File: config.mk
export PLATFORM = sky130hd
export DESIGN_NAME = lru_key_value_cache
export DESIGN_NICKNAME = d
export VERILOG_FILES = /design/src/design/lkv_pkg.sv /design/src/design/lkv_ram.sv /design/src/design/lru_key_value_cache.sv
export SDC_FILE = /design/constraint.sdc
export NUM_CORES = 2
export LEC_CHECK = 0
export ABC_CLOCK_PERIOD_IN_PS = 5500
export BUFFER_PORTS_ARGS = -buffer_cell sky130_fd_sc_hd__clkbuf_2
export CAP_MARGIN = 30
export CORE_ASPECT_RATIO = 0.5
export CORE_MARGIN = 3
export CORE_UTILIZATION = 60
export DETAILED_ROUTE_END_ITERATION = 8
export PLACE_DENSITY = 0.77
export REMOVE_ABC_BUFFERS = 1
export SLEW_MARGIN = 10
export SYNTH_ARGS = -nofsm -noshare
export SYNTH_HDL_FRONTEND = slang
export SYNTH_SLANG_ARGS = --single-unit
File: constraint.sdc
create_clock -name aclk -period 5.5 [get_ports aclk]
set_clock_uncertainty 0.2 [all_clocks]
set_input_delay 0.275 -clock aclk [delete_from_list [all_inputs] [get_ports aclk]]
set_output_delay 0.275 -clock aclk [all_outputs]
set_load 0.01 [all_outputs]
File: src/design/lkv_pkg.sv
// ----------------------------------------------------------------------------
// lkv_pkg
// shared sizes, register map and codes for the lru key/value cache
// ----------------------------------------------------------------------------
`default_nettype none

package lkv_pkg;

    localparam int ENTRIES = 16;
    localparam int IDX_W   = $clog2(ENTRIES);
    localparam int CNT_W   = $clog2(ENTRIES + 1);
    localparam int CAP_W   = 5;
    localparam int EFF_W   = (CNT_W > CAP_W) ? CNT_W : CAP_W;
    localparam int DATA_W  = 32;
    localparam int PDATA_W = 32;
    localparam int PADDR_W = 3;

    localparam logic [CAP_W-1:0] CAP_RESET = CAP_W'(16);

    // register map, word index taken from paddr[2]
    localparam logic REG_CAPACITY = 1'b0;

    // request codes
    localparam logic ACT_GET = 1'b0;
    localparam logic ACT_PUT = 1'b1;

endpackage

`default_nettype wire

File: src/design/lkv_ram.sv
// ----------------------------------------------------------------------------
// lkv_ram
// generic single write port ram with one registered read port
// ----------------------------------------------------------------------------
`default_nettype none

module lkv_ram #(
    parameter int WIDTH = 32,
    parameter int DEPTH = 16
) (
    input  wire logic                     aclk,
    input  wire logic                     we,
    input  wire logic [$clog2(DEPTH)-1:0] waddr,
    input  wire logic [WIDTH-1:0]         wdata,
    input  wire logic [$clog2(DEPTH)-1:0] raddr,
    output logic      [WIDTH-1:0]         rdata
);

    logic [WIDTH-1:0] mem_reg [DEPTH];
    logic [WIDTH-1:0] rdata_reg;

    always_ff @(posedge aclk) begin
        if (we) begin
            mem_reg[waddr] <= wdata;
        end
        rdata_reg <= mem_reg[raddr];
    end

    assign rdata = rdata_reg;

endmodule

`default_nettype wire

File: src/design/lru_key_value_cache.sv
// ----------------------------------------------------------------------------
// lru_key_value_cache
// fully associative key/value store with least recently used replacement
// ----------------------------------------------------------------------------
//  port group   direction  beat content
//  s_*          in         action, lookup_key, store_value
//  m_*          out        hit, read_value (one beat per get, none per put)
//  p*           apb        capacity register at byte address 0
//
//  a put runs the scan, last and update states, a get also the result state, held by any output stall
//  the key memory read port is swept one slot per cycle across all 16 slots
//  one request at a time: s_ready is low from acceptance to completion
//  reset is synchronous: clears valid bits, ranks, count, capacity to 16
//  no clearing pass after reset, the result register parts the m_ side
// ----------------------------------------------------------------------------
`default_nettype none

module lru_key_value_cache (
    input  wire logic                             aclk,
    input  wire logic                             aresetn,

    input  wire logic                             s_valid,
    output logic                                  s_ready,
    input  wire logic                             s_action,
    input  wire logic signed [lkv_pkg::DATA_W-1:0] s_lookup_key,
    input  wire logic signed [lkv_pkg::DATA_W-1:0] s_store_value,

    output logic                                  m_valid,
    input  wire logic                             m_ready,
    output logic                                  m_hit,
    output logic signed [lkv_pkg::DATA_W-1:0]     m_read_value,

    input  wire logic                             psel,
    input  wire logic                             penable,
    input  wire logic                             pwrite,
    input  wire logic [lkv_pkg::PADDR_W-1:0]      paddr,
    input  wire logic [lkv_pkg::PDATA_W-1:0]      pwdata,
    output logic      [lkv_pkg::PDATA_W-1:0]      prdata,
    output logic                                  pready
);

    typedef enum logic [4:0] {
        S_IDLE   = 5'b00001,
        S_SCAN   = 5'b00010,
        S_LAST   = 5'b00100,
        S_UPDATE = 5'b01000,
        S_RESULT = 5'b10000
    } state_t;

    typedef logic [lkv_pkg::IDX_W-1:0]  idx_t;
    typedef logic [lkv_pkg::CNT_W-1:0]  cnt_t;
    typedef logic [lkv_pkg::DATA_W-1:0] word_t;

    state_t state_reg, state_next;

    logic [lkv_pkg::ENTRIES-1:0] valid_reg, valid_next;
    idx_t rank_reg [lkv_pkg::ENTRIES];
    idx_t rank_next [lkv_pkg::ENTRIES];
    cnt_t count_reg, count_next;
    logic [lkv_pkg::CAP_W-1:0] cap_reg;

    idx_t scan_cnt_reg, scan_cnt_next;
    logic cmp_vld_reg, cmp_vld_next;
    idx_t cmp_idx_reg, cmp_idx_next;
    logic found_reg, found_next;
    idx_t found_idx_reg, found_idx_next;
    idx_t hit_rank_reg, hit_rank_next;
    logic free_found_reg, free_found_next;
    idx_t free_idx_reg, free_idx_next;

    logic  act_reg, act_next;
    word_t key_reg, key_next;
    word_t val_reg, val_next;

    logic  m_valid_reg, m_valid_next;
    logic  m_hit_reg, m_hit_next;
    word_t m_read_value_reg, m_read_value_next;

    logic  key_we, val_we;
    idx_t  val_waddr;
    word_t key_rdata, val_rdata;

    logic [lkv_pkg::EFF_W-1:0] cap_ext;
    cnt_t eff_cap, evict_limit;
    logic cfg_wr;

    // key store, swept by the scan counter
    lkv_ram #(
        .WIDTH(lkv_pkg::DATA_W),
        .DEPTH(lkv_pkg::ENTRIES)
    ) u_key_ram (
        .aclk (aclk),
        .we   (key_we),
        .waddr(free_idx_reg),
        .wdata(key_reg),
        .raddr(scan_cnt_reg),
        .rdata(key_rdata)
    );

    // value store, read at the matching slot
    lkv_ram #(
        .WIDTH(lkv_pkg::DATA_W),
        .DEPTH(lkv_pkg::ENTRIES)
    ) u_val_ram (
        .aclk (aclk),
        .we   (val_we),
        .waddr(val_waddr),
        .wdata(val_reg),
        .raddr(found_idx_reg),
        .rdata(val_rdata)
    );

    // effective capacity, clamped to 1..ENTRIES
    always_comb begin
        cap_ext = lkv_pkg::EFF_W'(cap_reg);
        if (cap_reg == '0) begin
            eff_cap = lkv_pkg::CNT_W'(1);
        end else if (cap_ext > lkv_pkg::EFF_W'(lkv_pkg::ENTRIES)) begin
            eff_cap = lkv_pkg::CNT_W'(lkv_pkg::ENTRIES);
        end else begin
            eff_cap = lkv_pkg::CNT_W'(cap_reg);
        end
        evict_limit = eff_cap - lkv_pkg::CNT_W'(1);
    end

    assign cfg_wr = psel && penable && pwrite && pready;
    assign pready = 1'b1;
    assign prdata = (paddr[2] == lkv_pkg::REG_CAPACITY)
                  ? {{(lkv_pkg::PDATA_W-lkv_pkg::CAP_W){1'b0}}, cap_reg}
                  : '0;

    always_comb begin
        state_next        = state_reg;
        valid_next        = valid_reg;
        rank_next         = rank_reg;
        count_next        = count_reg;
        scan_cnt_next     = scan_cnt_reg;
        cmp_vld_next      = 1'b0;
        cmp_idx_next      = scan_cnt_reg;
        found_next        = found_reg;
        found_idx_next    = found_idx_reg;
        hit_rank_next     = hit_rank_reg;
        free_found_next   = free_found_reg;
        free_idx_next     = free_idx_reg;
        act_next          = act_reg;
        key_next          = key_reg;
        val_next          = val_reg;
        m_valid_next      = m_valid_reg && !m_ready;
        m_hit_next        = m_hit_reg;
        m_read_value_next = m_read_value_reg;
        key_we            = 1'b0;
        val_we            = 1'b0;
        val_waddr         = free_idx_reg;

        // compare stage, one slot per cycle behind the key read
        if (cmp_vld_reg) begin
            if (!found_reg && valid_reg[cmp_idx_reg] && key_rdata == key_reg) begin
                found_next     = 1'b1;
                found_idx_next = cmp_idx_reg;
                hit_rank_next  = rank_reg[cmp_idx_reg];
            end
            if (!free_found_reg && (!valid_reg[cmp_idx_reg] ||
                    lkv_pkg::CNT_W'(rank_reg[cmp_idx_reg]) >= evict_limit)) begin
                free_found_next = 1'b1;
                free_idx_next   = cmp_idx_reg;
            end
        end

        case (state_reg)
            S_IDLE: begin
                if (s_valid) begin
                    act_next        = s_action;
                    key_next        = s_lookup_key;
                    val_next        = s_store_value;
                    found_next      = 1'b0;
                    free_found_next = 1'b0;
                    scan_cnt_next   = '0;
                    state_next      = S_SCAN;
                end
            end
            S_SCAN: begin
                cmp_vld_next  = 1'b1;
                scan_cnt_next = scan_cnt_reg + 1'b1;
                if (scan_cnt_reg == lkv_pkg::IDX_W'(lkv_pkg::ENTRIES - 1)) begin
                    state_next = S_LAST;
                end
            end
            S_LAST: begin
                state_next = S_UPDATE;
            end
            S_UPDATE: begin
                if (found_reg) begin
                    // move the hit slot to the front
                    for (int i = 0; i < lkv_pkg::ENTRIES; i++) begin
                        if (valid_reg[i] && rank_reg[i] < hit_rank_reg) begin
                            rank_next[i] = rank_reg[i] + 1'b1;
                        end
                    end
                    rank_next[found_idx_reg] = '0;
                    if (act_reg == lkv_pkg::ACT_PUT) begin
                        val_we    = 1'b1;
                        val_waddr = found_idx_reg;
                    end
                end else if (act_reg == lkv_pkg::ACT_PUT) begin
                    // evict down to capacity-1, age survivors, insert at front
                    for (int i = 0; i < lkv_pkg::ENTRIES; i++) begin
                        if (valid_reg[i]) begin
                            if (lkv_pkg::CNT_W'(rank_reg[i]) >= evict_limit) begin
                                valid_next[i] = 1'b0;
                                rank_next[i]  = '0;
                            end else begin
                                rank_next[i] = rank_reg[i] + 1'b1;
                            end
                        end
                    end
                    valid_next[free_idx_reg] = 1'b1;
                    rank_next[free_idx_reg]  = '0;
                    key_we = 1'b1;
                    val_we = 1'b1;
                    count_next = ((count_reg >= eff_cap) ? evict_limit : count_reg)
                               + lkv_pkg::CNT_W'(1);
                end
                state_next = (act_reg == lkv_pkg::ACT_PUT) ? S_IDLE : S_RESULT;
            end
            S_RESULT: begin
                if (!m_valid_reg || m_ready) begin
                    m_valid_next      = 1'b1;
                    m_hit_next        = found_reg;
                    m_read_value_next = found_reg ? val_rdata : '1;
                    state_next        = S_IDLE;
                end
            end
            default: begin
                state_next = S_IDLE;
            end
        endcase
    end

    always_ff @(posedge aclk) begin
        if (!aresetn) begin
            state_reg      <= S_IDLE;
            valid_reg      <= '0;
            for (int i = 0; i < lkv_pkg::ENTRIES; i++) begin
                rank_reg[i] <= '0;
            end
            count_reg      <= '0;
            cap_reg        <= lkv_pkg::CAP_RESET;
            cmp_vld_reg    <= 1'b0;
            found_reg      <= 1'b0;
            free_found_reg <= 1'b0;
            m_valid_reg    <= 1'b0;
        end else begin
            state_reg      <= state_next;
            valid_reg      <= valid_next;
            rank_reg       <= rank_next;
            count_reg      <= count_next;
            cmp_vld_reg    <= cmp_vld_next;
            found_reg      <= found_next;
            free_found_reg <= free_found_next;
            m_valid_reg    <= m_valid_next;
            if (cfg_wr && paddr[2] == lkv_pkg::REG_CAPACITY) begin
                cap_reg <= pwdata[lkv_pkg::CAP_W-1:0];
            end
        end
    end

    always_ff @(posedge aclk) begin
        scan_cnt_reg     <= scan_cnt_next;
        cmp_idx_reg      <= cmp_idx_next;
        found_idx_reg    <= found_idx_next;
        hit_rank_reg     <= hit_rank_next;
        free_idx_reg     <= free_idx_next;
        act_reg          <= act_next;
        key_reg          <= key_next;
        val_reg          <= val_next;
        m_hit_reg        <= m_hit_next;
        m_read_value_reg <= m_read_value_next;
    end

    assign s_ready      = (state_reg == S_IDLE);
    assign m_valid      = m_valid_reg;
    assign m_hit        = m_hit_reg;
    assign m_read_value = m_read_value_reg;

    a_count_matches_valid: assert property (@(posedge aclk) disable iff (!aresetn)
        $countones(valid_reg) == 32'(count_reg))
        else $error("occupancy count disagrees with valid bits");

    a_count_bounded: assert property (@(posedge aclk) disable iff (!aresetn)
        count_reg <= lkv_pkg::CNT_W'(lkv_pkg::ENTRIES))
        else $error("occupancy count above slot count");

    a_busy_after_accept: assert property (@(posedge aclk) disable iff (!aresetn)
        (s_valid && s_ready) |=> !s_ready)
        else $error("request accepted while scan in progress");

    a_miss_value: assert property (@(posedge aclk) disable iff (!aresetn)
        (m_valid_reg && !m_hit_reg) |-> (m_read_value_reg == '1))
        else $error("miss beat without all-ones value");

    a_insert_has_slot: assert property (@(posedge aclk) disable iff (!aresetn)
        (state_reg == S_UPDATE && act_reg == lkv_pkg::ACT_PUT && !found_reg)
        |-> free_found_reg)
        else $error("insert without a free slot");

endmodule

`default_nettype wire

==> flow_summary.yaml <==
run_status:
  status: "finished clean"
synth:
  synthTopCellsByArea: "edfxtp_1 (64%), mux4_2 (15%), dfxtp_1 (6.1%)"
  synth-compound-area-share: 0.0494
  synth_warnings: 0
  ys.flop_type: "edfxtp_1"
  synth_top_area_frac: 0.639
  syn_area_um2: 53400
  yosys.area_share.adder: 0.0302
  synth-simple-area-share: 0.0502
  synth-seq-cells: 1300
  synth_top_family_by_area: "multiplexers"
  synthMuxAreaShare: 0.147
  synth_area_per_cell_um2: 18.2
  yosysTopAreaCell: "edfxtp_1"
  synth_cells: 2936
  ys_seq_area_frac: 0.700
  synth_edf_count: 1138
  synth-xor-area-share: 0.00574
  ys_async_sr_fraction: 0
  yosysUniqueCellTypes: 78
floorplanning:
  fp-row-count: 76
  die_h_um: 217
  dieArea_um2: 92900
  core_area_um2: 87200
  die_w_um: 428
  pin_count: 175
  initial_core_util: 0.613
detailed_routing:
  ant_nets: 0
  wl_per_cell_um: 28.2
  vias_per_cell: 6.66
  route.vias.total: 29550
  drtIter0Drc: 3647
  first_pass_iters: 6
  drt-total-wl_um: 125000
  drcViolationCount: 0
layout:
  seqCellArea_um2: 37400
  finish.utilization: 0.690
  antenna_cells: 0
  multi_input_area_um2: 15400
  layout.cells.non_filler: 4435
  syn_to_final_growth_pct: 12.6
  nNetsFinal: 3395
  final_common_cell: "edfxtp_1"
  drive_gt1_frac: 0.238
  mostFrequentLayoutCells: "edfxtp_1 (1138), mux4_2 (345), dfxtp_1 (161)"
  nFillCells: 5314
timing:
  final-max-slew-violation-count: 0
  worst_slack_ns: 1.55
  fin_crit_sh: 0.718
  relSlewSlack: 0.328
  hold_viol_final: 0
  fmax_ghz: 0.253
  post-route-min-period_ns: 3.95
  whs_ns: 0.0704
  rsz0062_at_grt: "no"
  worst_pin_slew_ns: 1.01
  setup_viol: 0
grt:
  grt_pass1_vias: 29693
  antenna_found_initial: 0
  grt_usage: 0.273
  grt_pass1_wl_um: 189000
  grt_overflow: 0
  grt_max_degree: 133
cts:
  cts_buffers: 106
  cts.hold.buffers_added: 79
  root_buffer: "clkbuf_16"
  cts_tree: "done"
  clkTransAtPathRegs_ns: 0.07
  clock_path_buffers: 3
  cts_setup_buffers: 0
  cts_resized: 0
  clkLatencyLatePin_ns: 0.71
  clock_sinks: 1300
  cts-htree-levels: 3
critical_path:
  cp.arrival_ns: 4.14
  slowest_stage: "dfxtp_1"
  cp-end-kind: "flop"
  required_ns: 5.69
  timing.rr.end: "free_idx_reg[0]$_DFFE_PP_"
  reg2reg_depth: 10
  rrSetupSlack_ns: 1.55
  cp_cell_sequence: "buf_4, mux4_2, mux4_2, ha_1, nand2_1, o21ai_0, a21oi_1, o21ai_0, nand2_1, nor2_1"
  start_kind: "flop"
  timing.rr.start: "cmp_idx_reg[0]$_DFF_P_"
  crit_fanout: 10
  slowest_delay_ns: 0.78
  crit_type: "reg2reg"
run:
  max-cap-violations: 0
min_path:
  hp-class: "in2reg"
  holdPathStages: 2
  hold_end: "val_reg[8]$_DFFE_PP_"
  hold_path.startpoint: "s_store_value[8]"
pwr:
  irDropWorstVdd_v: 0.000299
  power-per-cell-area_nw_per_um2: 356
  leakage_nw: 19.8
  power_mw: 21.4
placed_design:
  dp_cells: 4153
  dp_hpwl_um: 67500
  place_ws_ns: 1.53
  gp_congestion: 0.877
  io_buffers: 117
==> layout make-up <==
| class | count | area share |
|---|---|---|
| clock buffers | 138 | 0.0481 |
| clock inverters | 63 | 0.0129 |
| inverters | 41 | 0.00260 |
| multi-input cells | 1462 | 0.257 |
| flip-flops and latches | 1300 | 0.622 |
| well taps | 1170 | 0.0243 |
| repair buffers | 261 | 0.0338 |
==> per-layer routing <==
| metal | track usage | vias up | part of all wire |
|---|---|---|---|
| met5 | 0 | - | 0 |
| met4 | 0.0856 | 0 | 0.027 |
| met3 | 0.0431 | 236 | 0.085 |
| met2 | 0.445 | 1629 | 0.49 |
| met1 | 0.386 | 15267 | 0.39 |
| li1 | - | 12418 | - |
==> worst max-delay path, delay by kind of cell, from the launching register on <==
| kind | cells | cell delay [ns] |
|---|---|---|
| mux | 2 | 1.04 |
| fa+ha+maj | 1 | 0.32 |
| compound gates | 3 | 0.49 |
| flops | 1 | 0.78 |
| buf+inv | 1 | 0.35 |
| simple gates | 3 | 0.43 |
==> through the flow <==
stage | cell area [um^2] | TNS (ns)
2_1_floorplan | 52800 | -888.19
3_3_place_gp | 55500 | 0
3_5_place_dp | 55700 | 0
4_1_cts | 60100 | 0
5_1_grt | 60200 | 0
6_report | 60200 | 0
==> cell usage after synthesis, drive strengths merged, types with 51 or more instances <==
library cell  count
ha              116
nor2             96
nand2b           68
nand2           109
a21oi            98
o21ai            99
dfxtp           162
clkbuf           76
buf              83
edfxtp         1138
mux4            345
nand3            51
==> power by group <==
group          internal [mW]  switching, mW
combinational          0.850          0.800
sequential              11.3          0.504
clock                   4.41           3.58
==> worst max-delay path by stage <==
stage                               start                                 to  slack (ns)
2_1_floorplan  found_idx_reg[0]$_DFFE_PP_  u_val_ram.mem_reg[3][0]$_DFFE_PP_       -2.12
3_3_place_gp       cmp_idx_reg[0]$_DFF_P_          free_idx_reg[3]$_DFFE_PP_        1.58
3_5_place_dp       cmp_idx_reg[0]$_DFF_P_          free_idx_reg[3]$_DFFE_PP_        1.53
4_1_cts            cmp_idx_reg[0]$_DFF_P_          free_idx_reg[0]$_DFFE_PP_        1.53
5_1_grt            cmp_idx_reg[0]$_DFF_P_          free_idx_reg[0]$_DFFE_PP_        1.36
6_report           cmp_idx_reg[0]$_DFF_P_          free_idx_reg[0]$_DFFE_PP_        1.55
==> cells by family after synthesis <==
family                     count (synthesis)
DFF                                     1300
and+or+nand+nor                          511
adders and majority gates                132
xor gates and xnor gates                  35
muxes                                    353
AOI/OAI and AO/OA                        403
other                                      2
buffers and inverters                    200
Power figures use the tool's default switching activity.
